**src/design/desrf_pkg.sv**
```systemverilog
// ----------------------------------------------------------------------------
// desrf_pkg
// Types, tables and helper functions for the DES round function.
// ----------------------------------------------------------------------------
package desrf_pkg;

    localparam int unsigned HALF_W = 32;
    localparam int unsigned KEY_W  = 48;
    localparam int unsigned NIB_W  = 4;
    localparam int unsigned GRP_W  = 6;
    localparam int unsigned N_BOX  = 8;

    // Input register contents handed to the round logic.
    typedef struct packed {
        logic                valid;
        logic [HALF_W-1:0]   right_half;
        logic [KEY_W-1:0]    round_key;
    } t_stage;

    // Source bit (1 = MSB) of the right half for each expanded bit, MSB first.
    localparam logic [5:0] EXP_SRC [0:KEY_W-1] = '{
        6'd32, 6'd1,  6'd2,  6'd3,  6'd4,  6'd5,  6'd4,  6'd5,
        6'd6,  6'd7,  6'd8,  6'd9,  6'd8,  6'd9,  6'd10, 6'd11,
        6'd12, 6'd13, 6'd12, 6'd13, 6'd14, 6'd15, 6'd16, 6'd17,
        6'd16, 6'd17, 6'd18, 6'd19, 6'd20, 6'd21, 6'd20, 6'd21,
        6'd22, 6'd23, 6'd24, 6'd25, 6'd24, 6'd25, 6'd26, 6'd27,
        6'd28, 6'd29, 6'd28, 6'd29, 6'd30, 6'd31, 6'd32, 6'd1
    };

    // Source bit (1 = MSB) of the S-box word for each output bit of P.
    localparam logic [5:0] PERM_SRC [0:HALF_W-1] = '{
        6'd16, 6'd7,  6'd20, 6'd21, 6'd29, 6'd12, 6'd28, 6'd17,
        6'd1,  6'd15, 6'd23, 6'd26, 6'd5,  6'd18, 6'd31, 6'd10,
        6'd2,  6'd8,  6'd24, 6'd14, 6'd32, 6'd27, 6'd3,  6'd9,
        6'd19, 6'd13, 6'd30, 6'd6,  6'd22, 6'd11, 6'd4,  6'd25
    };

    // The eight standard S-boxes, four rows of sixteen columns each.
    localparam logic [3:0] SBOX_TAB [0:7][0:3][0:15] = '{
        '{'{4'd14,4'd4,4'd13,4'd1,4'd2,4'd15,4'd11,4'd8,
            4'd3,4'd10,4'd6,4'd12,4'd5,4'd9,4'd0,4'd7},
          '{4'd0,4'd15,4'd7,4'd4,4'd14,4'd2,4'd13,4'd1,
            4'd10,4'd6,4'd12,4'd11,4'd9,4'd5,4'd3,4'd8},
          '{4'd4,4'd1,4'd14,4'd8,4'd13,4'd6,4'd2,4'd11,
            4'd15,4'd12,4'd9,4'd7,4'd3,4'd10,4'd5,4'd0},
          '{4'd15,4'd12,4'd8,4'd2,4'd4,4'd9,4'd1,4'd7,
            4'd5,4'd11,4'd3,4'd14,4'd10,4'd0,4'd6,4'd13}},
        '{'{4'd15,4'd1,4'd8,4'd14,4'd6,4'd11,4'd3,4'd4,
            4'd9,4'd7,4'd2,4'd13,4'd12,4'd0,4'd5,4'd10},
          '{4'd3,4'd13,4'd4,4'd7,4'd15,4'd2,4'd8,4'd14,
            4'd12,4'd0,4'd1,4'd10,4'd6,4'd9,4'd11,4'd5},
          '{4'd0,4'd14,4'd7,4'd11,4'd10,4'd4,4'd13,4'd1,
            4'd5,4'd8,4'd12,4'd6,4'd9,4'd3,4'd2,4'd15},
          '{4'd13,4'd8,4'd10,4'd1,4'd3,4'd15,4'd4,4'd2,
            4'd11,4'd6,4'd7,4'd12,4'd0,4'd5,4'd14,4'd9}},
        '{'{4'd10,4'd0,4'd9,4'd14,4'd6,4'd3,4'd15,4'd5,
            4'd1,4'd13,4'd12,4'd7,4'd11,4'd4,4'd2,4'd8},
          '{4'd13,4'd7,4'd0,4'd9,4'd3,4'd4,4'd6,4'd10,
            4'd2,4'd8,4'd5,4'd14,4'd12,4'd11,4'd15,4'd1},
          '{4'd13,4'd6,4'd4,4'd9,4'd8,4'd15,4'd3,4'd0,
            4'd11,4'd1,4'd2,4'd12,4'd5,4'd10,4'd14,4'd7},
          '{4'd1,4'd10,4'd13,4'd0,4'd6,4'd9,4'd8,4'd7,
            4'd4,4'd15,4'd14,4'd3,4'd11,4'd5,4'd2,4'd12}},
        '{'{4'd7,4'd13,4'd14,4'd3,4'd0,4'd6,4'd9,4'd10,
            4'd1,4'd2,4'd8,4'd5,4'd11,4'd12,4'd4,4'd15},
          '{4'd13,4'd8,4'd11,4'd5,4'd6,4'd15,4'd0,4'd3,
            4'd4,4'd7,4'd2,4'd12,4'd1,4'd10,4'd14,4'd9},
          '{4'd10,4'd6,4'd9,4'd0,4'd12,4'd11,4'd7,4'd13,
            4'd15,4'd1,4'd3,4'd14,4'd5,4'd2,4'd8,4'd4},
          '{4'd3,4'd15,4'd0,4'd6,4'd10,4'd1,4'd13,4'd8,
            4'd9,4'd4,4'd5,4'd11,4'd12,4'd7,4'd2,4'd14}},
        '{'{4'd2,4'd12,4'd4,4'd1,4'd7,4'd10,4'd11,4'd6,
            4'd8,4'd5,4'd3,4'd15,4'd13,4'd0,4'd14,4'd9},
          '{4'd14,4'd11,4'd2,4'd12,4'd4,4'd7,4'd13,4'd1,
            4'd5,4'd0,4'd15,4'd10,4'd3,4'd9,4'd8,4'd6},
          '{4'd4,4'd2,4'd1,4'd11,4'd10,4'd13,4'd7,4'd8,
            4'd15,4'd9,4'd12,4'd5,4'd6,4'd3,4'd0,4'd14},
          '{4'd11,4'd8,4'd12,4'd7,4'd1,4'd14,4'd2,4'd13,
            4'd6,4'd15,4'd0,4'd9,4'd10,4'd4,4'd5,4'd3}},
        '{'{4'd12,4'd1,4'd10,4'd15,4'd9,4'd2,4'd6,4'd8,
            4'd0,4'd13,4'd3,4'd4,4'd14,4'd7,4'd5,4'd11},
          '{4'd10,4'd15,4'd4,4'd2,4'd7,4'd12,4'd9,4'd5,
            4'd6,4'd1,4'd13,4'd14,4'd0,4'd11,4'd3,4'd8},
          '{4'd9,4'd14,4'd15,4'd5,4'd2,4'd8,4'd12,4'd3,
            4'd7,4'd0,4'd4,4'd10,4'd1,4'd13,4'd11,4'd6},
          '{4'd4,4'd3,4'd2,4'd12,4'd9,4'd5,4'd15,4'd10,
            4'd11,4'd14,4'd1,4'd7,4'd6,4'd0,4'd8,4'd13}},
        '{'{4'd4,4'd11,4'd2,4'd14,4'd15,4'd0,4'd8,4'd13,
            4'd3,4'd12,4'd9,4'd7,4'd5,4'd10,4'd6,4'd1},
          '{4'd13,4'd0,4'd11,4'd7,4'd4,4'd9,4'd1,4'd10,
            4'd14,4'd3,4'd5,4'd12,4'd2,4'd15,4'd8,4'd6},
          '{4'd1,4'd4,4'd11,4'd13,4'd12,4'd3,4'd7,4'd14,
            4'd10,4'd15,4'd6,4'd8,4'd0,4'd5,4'd9,4'd2},
          '{4'd6,4'd11,4'd13,4'd8,4'd1,4'd4,4'd10,4'd7,
            4'd9,4'd5,4'd0,4'd15,4'd14,4'd2,4'd3,4'd12}},
        '{'{4'd13,4'd2,4'd8,4'd4,4'd6,4'd15,4'd11,4'd1,
            4'd10,4'd9,4'd3,4'd14,4'd5,4'd0,4'd12,4'd7},
          '{4'd1,4'd15,4'd13,4'd8,4'd10,4'd3,4'd7,4'd4,
            4'd12,4'd5,4'd6,4'd11,4'd0,4'd14,4'd9,4'd2},
          '{4'd7,4'd11,4'd4,4'd1,4'd9,4'd12,4'd14,4'd2,
            4'd0,4'd6,4'd10,4'd13,4'd15,4'd3,4'd5,4'd8},
          '{4'd2,4'd1,4'd14,4'd7,4'd4,4'd10,4'd8,4'd13,
            4'd15,4'd12,4'd9,4'd0,4'd3,4'd5,4'd6,4'd11}}
    };

    // Vector position of the right-half bit feeding expanded bit k (MSB first).
    function automatic logic [4:0] exp_pos(input int unsigned k);
        return 5'(HALF_W - int'(EXP_SRC[k]));
    endfunction

    // Vector position of the S-box word bit feeding P output bit k (MSB first).
    function automatic logic [4:0] perm_pos(input int unsigned k);
        return 5'(HALF_W - int'(PERM_SRC[k]));
    endfunction

    // Outer bits choose the row, inner four bits the column.
    function automatic logic [3:0] sbox_lookup(input logic [2:0] box,
                                               input logic [5:0] grp);
        logic [1:0] row;
        logic [3:0] col;
        row = {grp[5], grp[0]};
        col = grp[4:1];
        return SBOX_TAB[box][row][col];
    endfunction

endpackage

```
**src/design/desrf_if.sv**
```systemverilog
// ----------------------------------------------------------------------------
// desrf_in_if / desrf_out_if
// Valid/ready channels carrying the round function's input and result beats.
// ----------------------------------------------------------------------------
interface desrf_in_if;
    logic        valid;
    logic        ready;
    logic [31:0] right_half;
    logic [47:0] round_key;

    modport source (output valid, output right_half, output round_key, input ready);
    modport sink   (input valid, input right_half, input round_key, output ready);
endinterface

interface desrf_out_if;
    logic        valid;
    logic        ready;
    logic [31:0] f_result;

    modport source (output valid, output f_result, input ready);
    modport sink   (input valid, input f_result, output ready);
endinterface

```
**src/design/des_round_function_top.sv**
```systemverilog
// ----------------------------------------------------------------------------
// des_round_function_top
// DES round (Feistel) function with registered input and result stages.
// ----------------------------------------------------------------------------
//  Channel | Direction | Beat contents
//  i_in    | in        | right_half[31:0], round_key[47:0]
//  o_out   | out       | f_result[31:0]
//
//  One beat is accepted every cycle while the result side is not stalled; its
//  result passes from the input register into the result register and out.
//  Throughput is one beat per cycle without stalls. The single path between
//  registers, through E, the key XOR, the S-boxes and P, sets the clock rate.
//  Reset is synchronous, active low, and empties both stages.
//  A stalled result holds the result register; an empty input stage takes one
//  further beat, then i_in.ready stays low until the result beat leaves.
// ----------------------------------------------------------------------------
module des_round_function_top (
    input  logic        i_clk,
    input  logic        i_rst_n,
    desrf_in_if.sink    i_in,
    desrf_out_if.source o_out
);
    import desrf_pkg::*;

    t_stage            stage;
    logic              take;
    logic [HALF_W-1:0] f_value;

    // Input register stage.
    desrf_in_reg u_in_reg (
        .i_clk   (i_clk),
        .i_rst_n (i_rst_n),
        .i_in    (i_in),
        .i_take  (take),
        .o_stage (stage)
    );

    // Round function logic between the two registers.
    desrf_f_logic u_f_logic (
        .i_right_half (stage.right_half),
        .i_round_key  (stage.round_key),
        .o_f_result   (f_value)
    );

    // Result register stage.
    desrf_out_reg u_out_reg (
        .i_clk    (i_clk),
        .i_rst_n  (i_rst_n),
        .i_valid  (stage.valid),
        .i_result (f_value),
        .o_take   (take),
        .o_out    (o_out)
    );
endmodule

```
**src/design/desrf_in_reg.sv**
```systemverilog
// ----------------------------------------------------------------------------
// desrf_in_reg
// Input register stage: captures one beat and holds it until the result
// register can take the computed value.
// ----------------------------------------------------------------------------
module desrf_in_reg (
    input  logic             i_clk,
    input  logic             i_rst_n,
    desrf_in_if.sink         i_in,
    input  logic             i_take,
    output desrf_pkg::t_stage o_stage
);
    import desrf_pkg::*;

    logic              r_valid;
    logic [HALF_W-1:0] r_half;
    logic [KEY_W-1:0]  r_key;
    logic              n_valid;
    logic              accept;

    // The stage is free when empty or when its content moves on this cycle.
    assign i_in.ready = !r_valid || i_take;
    assign accept     = i_in.valid && i_in.ready;

    always_comb begin
        if (accept) begin
            n_valid = 1'b1;
        end else if (i_take) begin
            n_valid = 1'b0;
        end else begin
            n_valid = r_valid;
        end
    end

    always_ff @(posedge i_clk) begin
        if (!i_rst_n) begin
            r_valid <= 1'b0;
        end else begin
            r_valid <= n_valid;
        end
    end

    // Payload needs no reset.
    always_ff @(posedge i_clk) begin
        if (accept) begin
            r_half <= i_in.right_half;
            r_key  <= i_in.round_key;
        end
    end

    assign o_stage.valid      = r_valid;
    assign o_stage.right_half = r_half;
    assign o_stage.round_key  = r_key;
endmodule

```
**src/design/desrf_f_logic.sv**
```systemverilog
// ----------------------------------------------------------------------------
// desrf_f_logic
// Combinational DES f function: expansion E, key mix, S-boxes and P.
// ----------------------------------------------------------------------------
module desrf_f_logic (
    input  logic [31:0] i_right_half,
    input  logic [47:0] i_round_key,
    output logic [31:0] o_f_result
);
    import desrf_pkg::*;

    logic [KEY_W-1:0]  expanded;
    logic [KEY_W-1:0]  mixed;
    logic [HALF_W-1:0] sbox_word;

    // Expansion E, with bit 1 as the most significant bit.
    always_comb begin
        for (int unsigned k = 0; k < KEY_W; k++) begin
            expanded[KEY_W-1-k] = i_right_half[exp_pos(k)];
        end
    end

    assign mixed = expanded ^ i_round_key;

    // Eight parallel S-box lookups, S1 in the top nibble.
    always_comb begin
        for (int unsigned g = 0; g < N_BOX; g++) begin
            sbox_word[HALF_W-1-NIB_W*g -: NIB_W] =
                sbox_lookup(3'(g), mixed[KEY_W-1-GRP_W*g -: GRP_W]);
        end
    end

    // Permutation P.
    always_comb begin
        for (int unsigned k = 0; k < HALF_W; k++) begin
            o_f_result[HALF_W-1-k] = sbox_word[perm_pos(k)];
        end
    end
endmodule

```
**src/design/desrf_out_reg.sv**
```systemverilog
// ----------------------------------------------------------------------------
// desrf_out_reg
// Result register: presents one result beat and holds it while stalled.
// ----------------------------------------------------------------------------
module desrf_out_reg (
    input  logic        i_clk,
    input  logic        i_rst_n,
    input  logic        i_valid,
    input  logic [31:0] i_result,
    output logic        o_take,
    desrf_out_if.source o_out
);
    import desrf_pkg::*;

    logic              r_valid;
    logic [HALF_W-1:0] r_result;

    // A new value may be loaded when empty or when the current beat leaves.
    assign o_take = !r_valid || o_out.ready;

    always_ff @(posedge i_clk) begin
        if (!i_rst_n) begin
            r_valid <= 1'b0;
        end else if (o_take) begin
            r_valid <= i_valid;
        end
    end

    always_ff @(posedge i_clk) begin
        if (o_take && i_valid) begin
            r_result <= i_result;
        end
    end

    assign o_out.valid    = r_valid;
    assign o_out.f_result = r_result;
endmodule

```
**src/flat_wrapper.sv**
```systemverilog
// flat-port wrapper written by rule: the top's interface ports become plain ports
module des_round_function_top_flat import desrf_pkg::*;
  (i_clk, i_rst_n, i_in_valid, i_in_right_half, i_in_round_key, i_in_ready, o_out_valid, o_out_f_result, o_out_ready);
  desrf_in_if i_in_i ();
  desrf_out_if o_out_i ();
  input  logic i_clk;
  input  logic i_rst_n;
  input wire logic [$bits(i_in_i.valid)-1:0] i_in_valid;
  input wire logic [$bits(i_in_i.right_half)-1:0] i_in_right_half;
  input wire logic [$bits(i_in_i.round_key)-1:0] i_in_round_key;
  output wire logic [$bits(i_in_i.ready)-1:0] i_in_ready;
  output wire logic [$bits(o_out_i.valid)-1:0] o_out_valid;
  output wire logic [$bits(o_out_i.f_result)-1:0] o_out_f_result;
  input wire logic [$bits(o_out_i.ready)-1:0] o_out_ready;
  assign i_in_i.valid = i_in_valid;
  assign i_in_i.right_half = i_in_right_half;
  assign i_in_i.round_key = i_in_round_key;
  assign i_in_ready = i_in_i.ready;
  assign o_out_valid = o_out_i.valid;
  assign o_out_f_result = o_out_i.f_result;
  assign o_out_i.ready = o_out_ready;
  des_round_function_top u_core (.i_clk(i_clk), .i_rst_n(i_rst_n), .i_in(i_in_i), .o_out(o_out_i));
endmodule
```
**config.mk**
```make
export PLATFORM = sky130hd
export DESIGN_NAME = des_round_function_top_flat
export DESIGN_NICKNAME = d
export VERILOG_FILES = /design/src/design/desrf_pkg.sv /design/src/design/desrf_if.sv /design/src/design/des_round_function_top.sv /design/src/design/desrf_in_reg.sv /design/src/design/desrf_f_logic.sv /design/src/design/desrf_out_reg.sv /design/src/flat_wrapper.sv
export SDC_FILE = /design/constraint.sdc
export NUM_CORES = 1
export LEC_CHECK = 0
export BUFFER_PORTS_ARGS = -buffer_cell sky130_fd_sc_hd__clkbuf_2
export CAP_MARGIN = 20
export CORE_AREA = 4 4 127 129
export CTS_BUF_LIST = sky130_fd_sc_hd__clkbuf_16
export DETAILED_ROUTE_END_ITERATION = 10
export DIE_AREA = 0 0 131 133
export PLACE_DENSITY = 0.83
export SYNTH_ARGS = -nofsm -noshare
export SYNTH_HDL_FRONTEND = slang
export SYNTH_SLANG_ARGS = --single-unit
```
**constraint.sdc**
```tcl
create_clock -name i_clk -period 3.29 [get_ports i_clk]
set_input_delay 0.4935 -clock i_clk [delete_from_list [all_inputs] [get_ports i_clk]]
set_output_delay 0.4935 -clock i_clk [all_outputs]
set_load 0.02 [all_outputs]
```
==> key figures, run 1 <==
Run status
  – Run status: finished, final reports clean

Floorplanning
  – Initial standard-cell utilization of the core: 0.581
  – Vertical die dimension: 133 µm
  – Core Area: 0.0150 mm²
  – Number of rows created at floorplan: 45
  – DIE WIDTH: 131 µm
  – Die Area: 0.0174 mm²
  – # IOs: 118

Routing
  – DRT antenna net count: 0
  – Detailed-route wire length: 20900 µm
  – Post-detailed-route via-to-cell ratio: 6.34
  – Number of remaining DRC errors: 0
  – Iteration count of the initial detailed-routing pass: 5
  – Routed WL per cell: 17.4 µm
  – DR iter-0 viols: 917
  – Via count: 7592

Timing
  – Final setup fails: 0
  – Pin slew with the least headroom to its limit: 0.829 ns
  – RSZ-0062 raised after global routing: false
  – Worst-case clock skew: 0.0117 ns
  – Crit path time final: 2.78 ns
  – Max Transition Viols Final: 0
  – Post-Route Setup TNS: 0 ns
  – Period utilisation layout: 0.844
  – Hold Fails Final Rpt: 0
  – Max-slew headroom: 0.445
  – FMAX: 360 MHz

Power and ir drop
  – Power density of the placed cells: 519 mW/mm²
  – Maximum ir drop on the vdd rail: 0.000437 V
  – Leakage dissipation: 0.00403 µW

Logic synthesis
  – Register bit total from synthesis: 114
  – Mapped Nets: 1007
  – Number of standard cells after synthesis: 860
  – Dominant register cell in the synthesized netlist: sky130_fd_sc_hd__edfxtp_1
  – Fraction of post-synthesis cell area in the top cell type by area: 0.385
  – Post-synth top area cell: sky130_fd_sc_hd__edfxtp_1
  – Yosys cell types: 59
  – Post-synthesis instance area: 0.00873 mm²
  – Register area share after synthesis: 0.390
  – Async S/R FF share, synth: 0
  – Cell types with the largest area share after synthesis: sky130_fd_sc_hd__edfxtp_1 (39%), sky130_fd_sc_hd__ha_1 (9.0%), sky130_fd_sc_hd__xnor2_1 (5.1%)
  – Mean cell area of the mapped netlist: 10.2 µm²
  – Number of enable-type register cells in the synthesized netlist: 112
  – Yosys warning count: 0

Clock tree
  – Post-CTS sizing: 0
  – Cts bufs inserted: 17
  – Maximum clock path buffer count: 2
  – CTS tree: built
  – Clk_lat worst skew: 0.42 ns
  – Number of buffers added to fix hold violations after cts: 0
  – Count of clock tree sinks: 114
  – Root Buffer: sky130_fd_sc_hd__clkbuf_16
  – Buffers inserted during post-CTS setup optimization: 0
  – Clk pin slew, worst setup/hold paths: 0.06 ns
  – CTS H-tree depth: 4

Layout
  – Fraction of final layout cells sized beyond drive strength 1: 0.227
  – Fill count: 1114
  – Count of nets after finishing: 1144
  – Layout Cells excl Fill: 1198
  – Antenna diodes: 0
  – Area growth from synthesis to final layout: 18.3%
  – Post-route core utilization: 0.687

Placement
  – Half-perimeter wire length after detailed placement: 15000 µm
  – Port Buffers: 117
  – Total placed cells including tap cells: 1166
  – Routability congestion estimate: 0.962

Worst setup path
  – Worst endpoint required time: 3.45 ns
  – Worst-path maximum fanout: 9
  – Type of the setup path with the least slack: reg2reg
  – Critical Path End Type: flip-flop
  – Worst endpoint data arrival time: 2.93 ns
  – Critical path startpoint category: flip-flop

GRT
  – GRT Residual Overflow: 0
  – Via count of the first global-routing pass: 6928
  – Number of antenna violations at the first check in global routing: 0
  – First-pass GRT wire length: 33800 µm
  – Maximum number of pins on one net before global-route repair: 43
  – Overall fraction of global-route tracks in use: 0.241

Job
  – Max Cap Violations: 0

Worst hold path
  – Class of the worst hold path: in2reg
final cells by class:
class,count,area (µm²),area share
multi-input cells,667,5020,0.486
flip-flops and latches,114,3400,0.329
repair buffers,162,936,0.0906
clock buffers,17,425,0.0412
well taps,188,235,0.0228
clock inverters,15,184,0.0178
inverters,35,131,0.0127
synth_stat cells (5+ instances only):
cell type	count
sky130_fd_sc_hd__nor4_1	7
sky130_fd_sc_hd__clkbuf_1	29
sky130_fd_sc_hd__o211ai_1	28
sky130_fd_sc_hd__mux4_2	19
sky130_fd_sc_hd__mux2i_1	15
sky130_fd_sc_hd__a21oi_1	36
sky130_fd_sc_hd__a31oi_1	10
sky130_fd_sc_hd__a311oi_1	15
sky130_fd_sc_hd__xnor2_1	51
sky130_fd_sc_hd__inv_1	33
sky130_fd_sc_hd__a221o_1	5
sky130_fd_sc_hd__ha_1	63
sky130_fd_sc_hd__nor2_1	65
sky130_fd_sc_hd__o22ai_1	5
sky130_fd_sc_hd__o2111ai_1	8
sky130_fd_sc_hd__o21ai_0	34
sky130_fd_sc_hd__nor3_1	35
sky130_fd_sc_hd__buf_2	13
sky130_fd_sc_hd__a2111oi_0	8
sky130_fd_sc_hd__o221ai_1	7
sky130_fd_sc_hd__xor2_1	34
sky130_fd_sc_hd__edfxtp_1	112
sky130_fd_sc_hd__nand2_1	82
sky130_fd_sc_hd__a211oi_1	35
sky130_fd_sc_hd__a211o_1	6
sky130_fd_sc_hd__o311ai_0	6
sky130_fd_sc_hd__nand3_1	26
sky130_fd_sc_hd__nand4_1	7
kinds of logic after synthesis:
group	Yosys count	share of synthesized area
fa+ha+maj	63	0.0903
xor+xnor	91	0.0977
compound gates	239	0.197
mux	36	0.0688
flops	114	0.390
simple gates	238	0.120
buf+inv	79	0.0367
flip-flops by register name, indices dropped and copies added (netlist names):
signal and count:
u_core.u_in_reg.r_valid 1, u_core.u_in_reg.r_key 48, u_core.u_out_reg.o_out.f_result 32, u_core.u_out_reg.o_out.valid 1, u_core.u_in_reg.r_half 32
critical path, stage by stage (launching register included):
cell                       delay, ns
sky130_fd_sc_hd__edfxtp_1       0.44
sky130_fd_sc_hd__xor2_1         0.52
sky130_fd_sc_hd__inv_1          0.21
sky130_fd_sc_hd__ha_1           0.49
sky130_fd_sc_hd__inv_1          0.16
sky130_fd_sc_hd__mux4_2         0.49
sky130_fd_sc_hd__nand2_1        0.09
sky130_fd_sc_hd__nand4_1        0.10
cell usage in the layout (no fill, tap or decap), drive strengths merged, types with 5 or more instances in the layout:
cell / n
nand2: 82
clkbuf: 134
nor4: 7
ha: 63
a221o: 5
a211oi: 35
a311oi: 15
xnor2: 53
xor2: 38
o22ai: 5
a211o: 6
o221ai: 7
o311ai: 6
o211ai: 28
nand4: 7
inv: 37
mux2i: 15
edfxtp: 112
mux4: 19
a21oi: 36
nand3: 26
o21ai: 34
a2111oi: 8
nor3: 35
nor2: 65
clkinv: 7
buf: 45
o2111ai: 8
a31oi: 10
per-stage QoR:
step	worst slack [ns]	instance area (µm²)	hold slack [ns]	total power, µW
final	0.512	10300	0.242	5370
after CTS	0.579	10300	0.230	5380
after global placement	0.661	9730	0.514	3450
after detailed placement	0.593	9730	0.523	3480
after floorplan	0.189	8730	0.477	3040
after global routing	0.381	10300	0.226	5640
final timing paths:
path                                                  from  cells past startpoint  slack (ns)                                   to
worst max-delay path            u_core.u_in_reg.r_half[15]                      7        0.51  u_core.u_out_reg.o_out.f_result[22]
worst min-delay path                    i_in_round_key[34]                      1        0.24            u_core.u_in_reg.r_key[34]
worst max register to register  u_core.u_in_reg.r_half[15]                      7        0.51  u_core.u_out_reg.o_out.f_result[22]
worst min register to register     u_core.u_in_reg.r_valid                      1        0.55         u_core.u_out_reg.o_out.valid
where the power goes:
part / leakage, µW / switching, µW / internal (µW) / total [µW]
clock: 0.000290 / 686 / 1200 / 1880
combinational: 0.00265 / 993 / 688 / 1680
sequential: 0.00110 / 63.2 / 1740 / 1810
metal layers:
layer	vias to the layer above	share of wire	global-route usage
met2	452	0.49	0.385
li1	3586	-	-
met5	-	0	0
met4	0	0.016	0.0714
met3	38	0.097	0.0553
met1	3516	0.40	0.326
Power figures use the tool's default switching activity.
==> run 2: changes to the inputs <==
CORE_AREA = 4 4 134 136   (was 4 4 127 129)
DIE_AREA = 0 0 138 140   (was 0 0 131 133)
PLACE_DENSITY = 0.78   (was 0.83)
clock period = 2.36 ns   (was 3.29 ns; I/O delays follow)
==> run 2 against run 1 <==
The flow now finishes with violations (setup timing). Cell count is 9.8% higher. Hold slack worse by 0.14 ns. Power is 47% higher. Global-route usage is 0.99 points lower. Die area is 11% higher. Sequential power is 40% higher. Largest cell class unchanged. Highest routed layer unchanged.
==> key figures, run 2 (synthesis results as in run 1) <==
Worst setup path
  – Worst endpoint required time: 2.50 ns (-0.95 ns)
  – CP cell instances: xnor2_4 -> ha_4 -> mux4_2 -> mux2_4 -> o32ai_2 -> a31oi_1
  – Worst endpoint data arrival time: 2.54 ns (-0.39 ns)
  – Terminus of the critical flop-to-flop path: u_core.u_out_reg.o_out.f_result[11]
  – Critical path startpoint category: flip-flop
  – CP max-delay cell: sky130_fd_sc_hd__mux4_2
  – R2R depth: 6 (-1)
  – Worst R2R Start: u_core.u_in_reg.r_half[31]
  – R2R Setup Slk: -0.04 ns (-0.55 ns)
  – Critical Path End Type: flip-flop
  – Type of the setup path with the least slack: reg2reg
  – Worst-path maximum fanout: 8 (-1)
  – Delay of the slowest cell on the worst path: 0.49 ns (-0.03 ns)

GRT
  – Maximum number of pins on one net before global-route repair: 42 (-2.3%)
  – First-pass GRT wire length: 37000 µm (+9.3%)
  – GRT Residual Overflow: 0 (unchanged)
  – Number of antenna violations at the first check in global routing: 0 (unchanged)
  – Overall fraction of global-route tracks in use: 0.231 (-0.00988)
  – Via count of the first global-routing pass: 7577 (+9.4%)

Floorplanning
  – Core Area: 0.0169 mm² (+13%)
  – Vertical die dimension: 140 µm (+5.3%)
  – Initial standard-cell utilization of the core: 0.516 (-0.0653)
  – # IOs: 118 (unchanged)
  – Die Area: 0.0193 mm² (+11%)
  – DIE WIDTH: 138 µm (+5.3%)
  – Number of rows created at floorplan: 48 (+6.7%)

Timing
  – Hold Fails Final Rpt: 0 (unchanged)
  – Max Transition Viols Final: 0 (unchanged)
  – Final critical-path setup slack: -0.0400 ns (-0.552 ns)
  – Worst-case clock skew: 0.0128 ns (+0.00109 ns)
  – Final setup fails: 1 (+1)
  – Crit path time final: 2.40 ns (-0.378 ns)
  – Pin slew with the least headroom to its limit: 0.796 ns (-0.0333 ns)
  – RSZ-0062 raised after global routing: true
  – Max-slew headroom: 0.467 (+0.0223)
  – Period utilisation layout: 1.02 (+0.173)
  – FMAX: 417 MHz (+16%)

Clock tree
  – CTS H-tree depth: 4 (unchanged)
  – Clk pin slew, worst setup/hold paths: 0.06 ns (about the same)
  – Root Buffer: sky130_fd_sc_hd__clkbuf_16
  – CTS tree: built
  – Count of clock tree sinks: 114 (unchanged)
  – Maximum clock path buffer count: 2 (unchanged)
  – Number of buffers added to fix hold violations after cts: 0 (unchanged)
  – Cts bufs inserted: 17 (unchanged)
  – Clk_lat worst skew: 0.43 ns (about the same)

Power and ir drop
  – Power density of the placed cells: 699 mW/mm² (+35%)
  – Maximum ir drop on the vdd rail: 0.000555 V (+27%)
  – Sequential group share of total power: 0.321 (-0.016)
  – Internal power: 5290 µW (+46%)
  – Share of total power in combinational logic: 0.340 (+0.027)
  – Switching pwr: 2580 µW (+48%)
  – Leakage dissipation: 0.00448 µW (+11%)
  – Proportion of total power due to net switching: 0.327 (+0.00295)
  – Clock network fraction of total power: 0.339 (-0.011)

Run status
  – Violated checks: setup timing
  – Run status: finished, violations left

Layout
  – Most frequent cells in the layout: sky130_fd_sc_hd__buf_4 (121), sky130_fd_sc_hd__clkbuf_2 (117), sky130_fd_sc_hd__edfxtp_1 (112)
  – Final std cell area, no fill: 0.0113 mm² (+9.0%)
  – Area used by sequential logic in the layout: 0.00340 mm² (unchanged)
  – Most flop-heavy register: u_core.u_in_reg.r_key
  – Fill count: 1305 (+17%)
  – Number of flip-flops in the largest register: 48 (unchanged)
  – Count of nets after finishing: 1225 (+7.1%)
  – Fraction of final layout cells sized beyond drive strength 1: 0.310 (+0.0831)
  – Multi-input logic area: 0.00526 mm² (+4.8%)
  – Most frequent standard cell in the layout excluding fill and tap cells: sky130_fd_sc_hd__buf_4
  – Antenna diodes: 0 (unchanged)
  – Layout Cells excl Fill: 1316 (+9.8%)
  – Area growth from synthesis to final layout: 28.9%

Placement
  – Total placed cells including tap cells: 1275 (+9.3%)
  – Area after detailed placement: 0.0104 mm² (+7.1%)
  – Port Buffers: 117 (unchanged)
  – Half-perimeter wire length after detailed placement: 16300 µm (+8.9%)
  – Routability congestion estimate: 0.975 (+1.4%)

Routing
  – Routed WL per cell: 17.6 µm (+0.79%)
  – Post-detailed-route via-to-cell ratio: 6.08 (-4.1%)
  – Number of remaining DRC errors: 0 (unchanged)
  – Detailed-route wire length: 23100 µm (+11%)
  – DR iter-0 viols: 643 (-30%)
  – Iteration count of the initial detailed-routing pass: 6 (+1)
  – Via count: 7997 (+5.3%)
  – DRT antenna net count: 0 (unchanged)

Worst hold path
  – Instance count along the most critical hold path: 1 (unchanged)
  – Class of the worst hold path: in2reg
  – Hold Crit Endpoint: u_core.u_in_reg.r_key[20]
  – Hold path start: i_in_round_key[20]

Job
  – Max Cap Violations: 0 (unchanged)
-- run 2: how the worst max path moves through the flow --
stage | startpoint | to | slack (ns) | cells after the start
floorplan | u_core.u_in_reg.r_half[15] | u_core.u_out_reg.o_out.f_result[22] | 0.02 | 8
global placement | u_core.u_in_reg.r_half[3] | u_core.u_out_reg.o_out.f_result[10] | -0.06 | 7
detailed placement | u_core.u_in_reg.r_half[4] | u_core.u_out_reg.o_out.f_result[11] | -0.10 | 7
CTS | u_core.u_in_reg.r_key[0] | u_core.u_out_reg.o_out.f_result[11] | -0.08 | 6
global route | u_core.u_in_reg.r_half[31] | u_core.u_out_reg.o_out.f_result[11] | -0.14 | 7
finish | u_core.u_in_reg.r_half[31] | u_core.u_out_reg.o_out.f_result[11] | -0.04 | 6
-- run 2: cell type report --
type / instances / area share
clock buffer: 17 / 0.0378
sequential: 114 / 0.302
multi-input combinational: 667 / 0.467
clock inverter: 15 / 0.0162
tap: 225 / 0.0250
inverter: 35 / 0.0117
timing repair buffer: 243 / 0.140
-- run 2: through the flow --
stage	TNS, ns	hold slack, ns	worst slack (ns)	util	power (µW)
6_report	-0.0400	0.0983	-0.0400	0.665	7870
4_1_cts	-0.0781	0.0835	-0.0781	0.652	7790
3_3_place_gp	-0.0561	0.515	-0.0561	0.615	5050
2_1_floorplan	0	0.453	0.0175	-	4250
5_1_grt	-0.311	0.0836	-0.139	0.665	8250
3_5_place_dp	-0.212	0.533	-0.102	0.615	5080
-- run 2: critical path: cells and delay by family (launching register included) --
| family | cells | cell delay, ns |
|---|---|---|
| AO/OA/AOI/OAI | 2 | 0.19 |
| multiplexers | 2 | 0.78 |
| XOR/XNOR | 1 | 0.38 |
| adder cells (fa/ha/maj) | 1 | 0.28 |
| flip-flops | 1 | 0.48 |
-- run 2: routing by layer --
metal / global-route usage / vias up / wire length, µm
li1: - / 3745 / -
met1: 0.289 / 3753 / 9180
met2: 0.390 / 428 / 11400
met3: 0.0553 / 71 / 1910
met4: 0.0868 / 0 / 639
met5: 0 / - / 0
-- run 2: repair_timing --
item,4_1_cts,5_1_grt
pin swaps,0,5
setup buffers,0,9
setup endpoints to repair,4,16
gates resized for setup,2,29
-- run 2: power groups by stage --
| stage | sequential [µW] | combinational (µW) | clock [µW] |
|---|---|---|---|
| 2_1_floorplan | 2630 | 1630 | 0 |
| 3_3_place_gp | 2550 | 2490 | 0 |
| 3_5_place_dp | 2560 | 2520 | 0 |
| 4_1_cts | 2520 | 2550 | 2720 |
| 5_1_grt | 2540 | 2910 | 2800 |
| 6_report | 2530 | 2670 | 2670 |
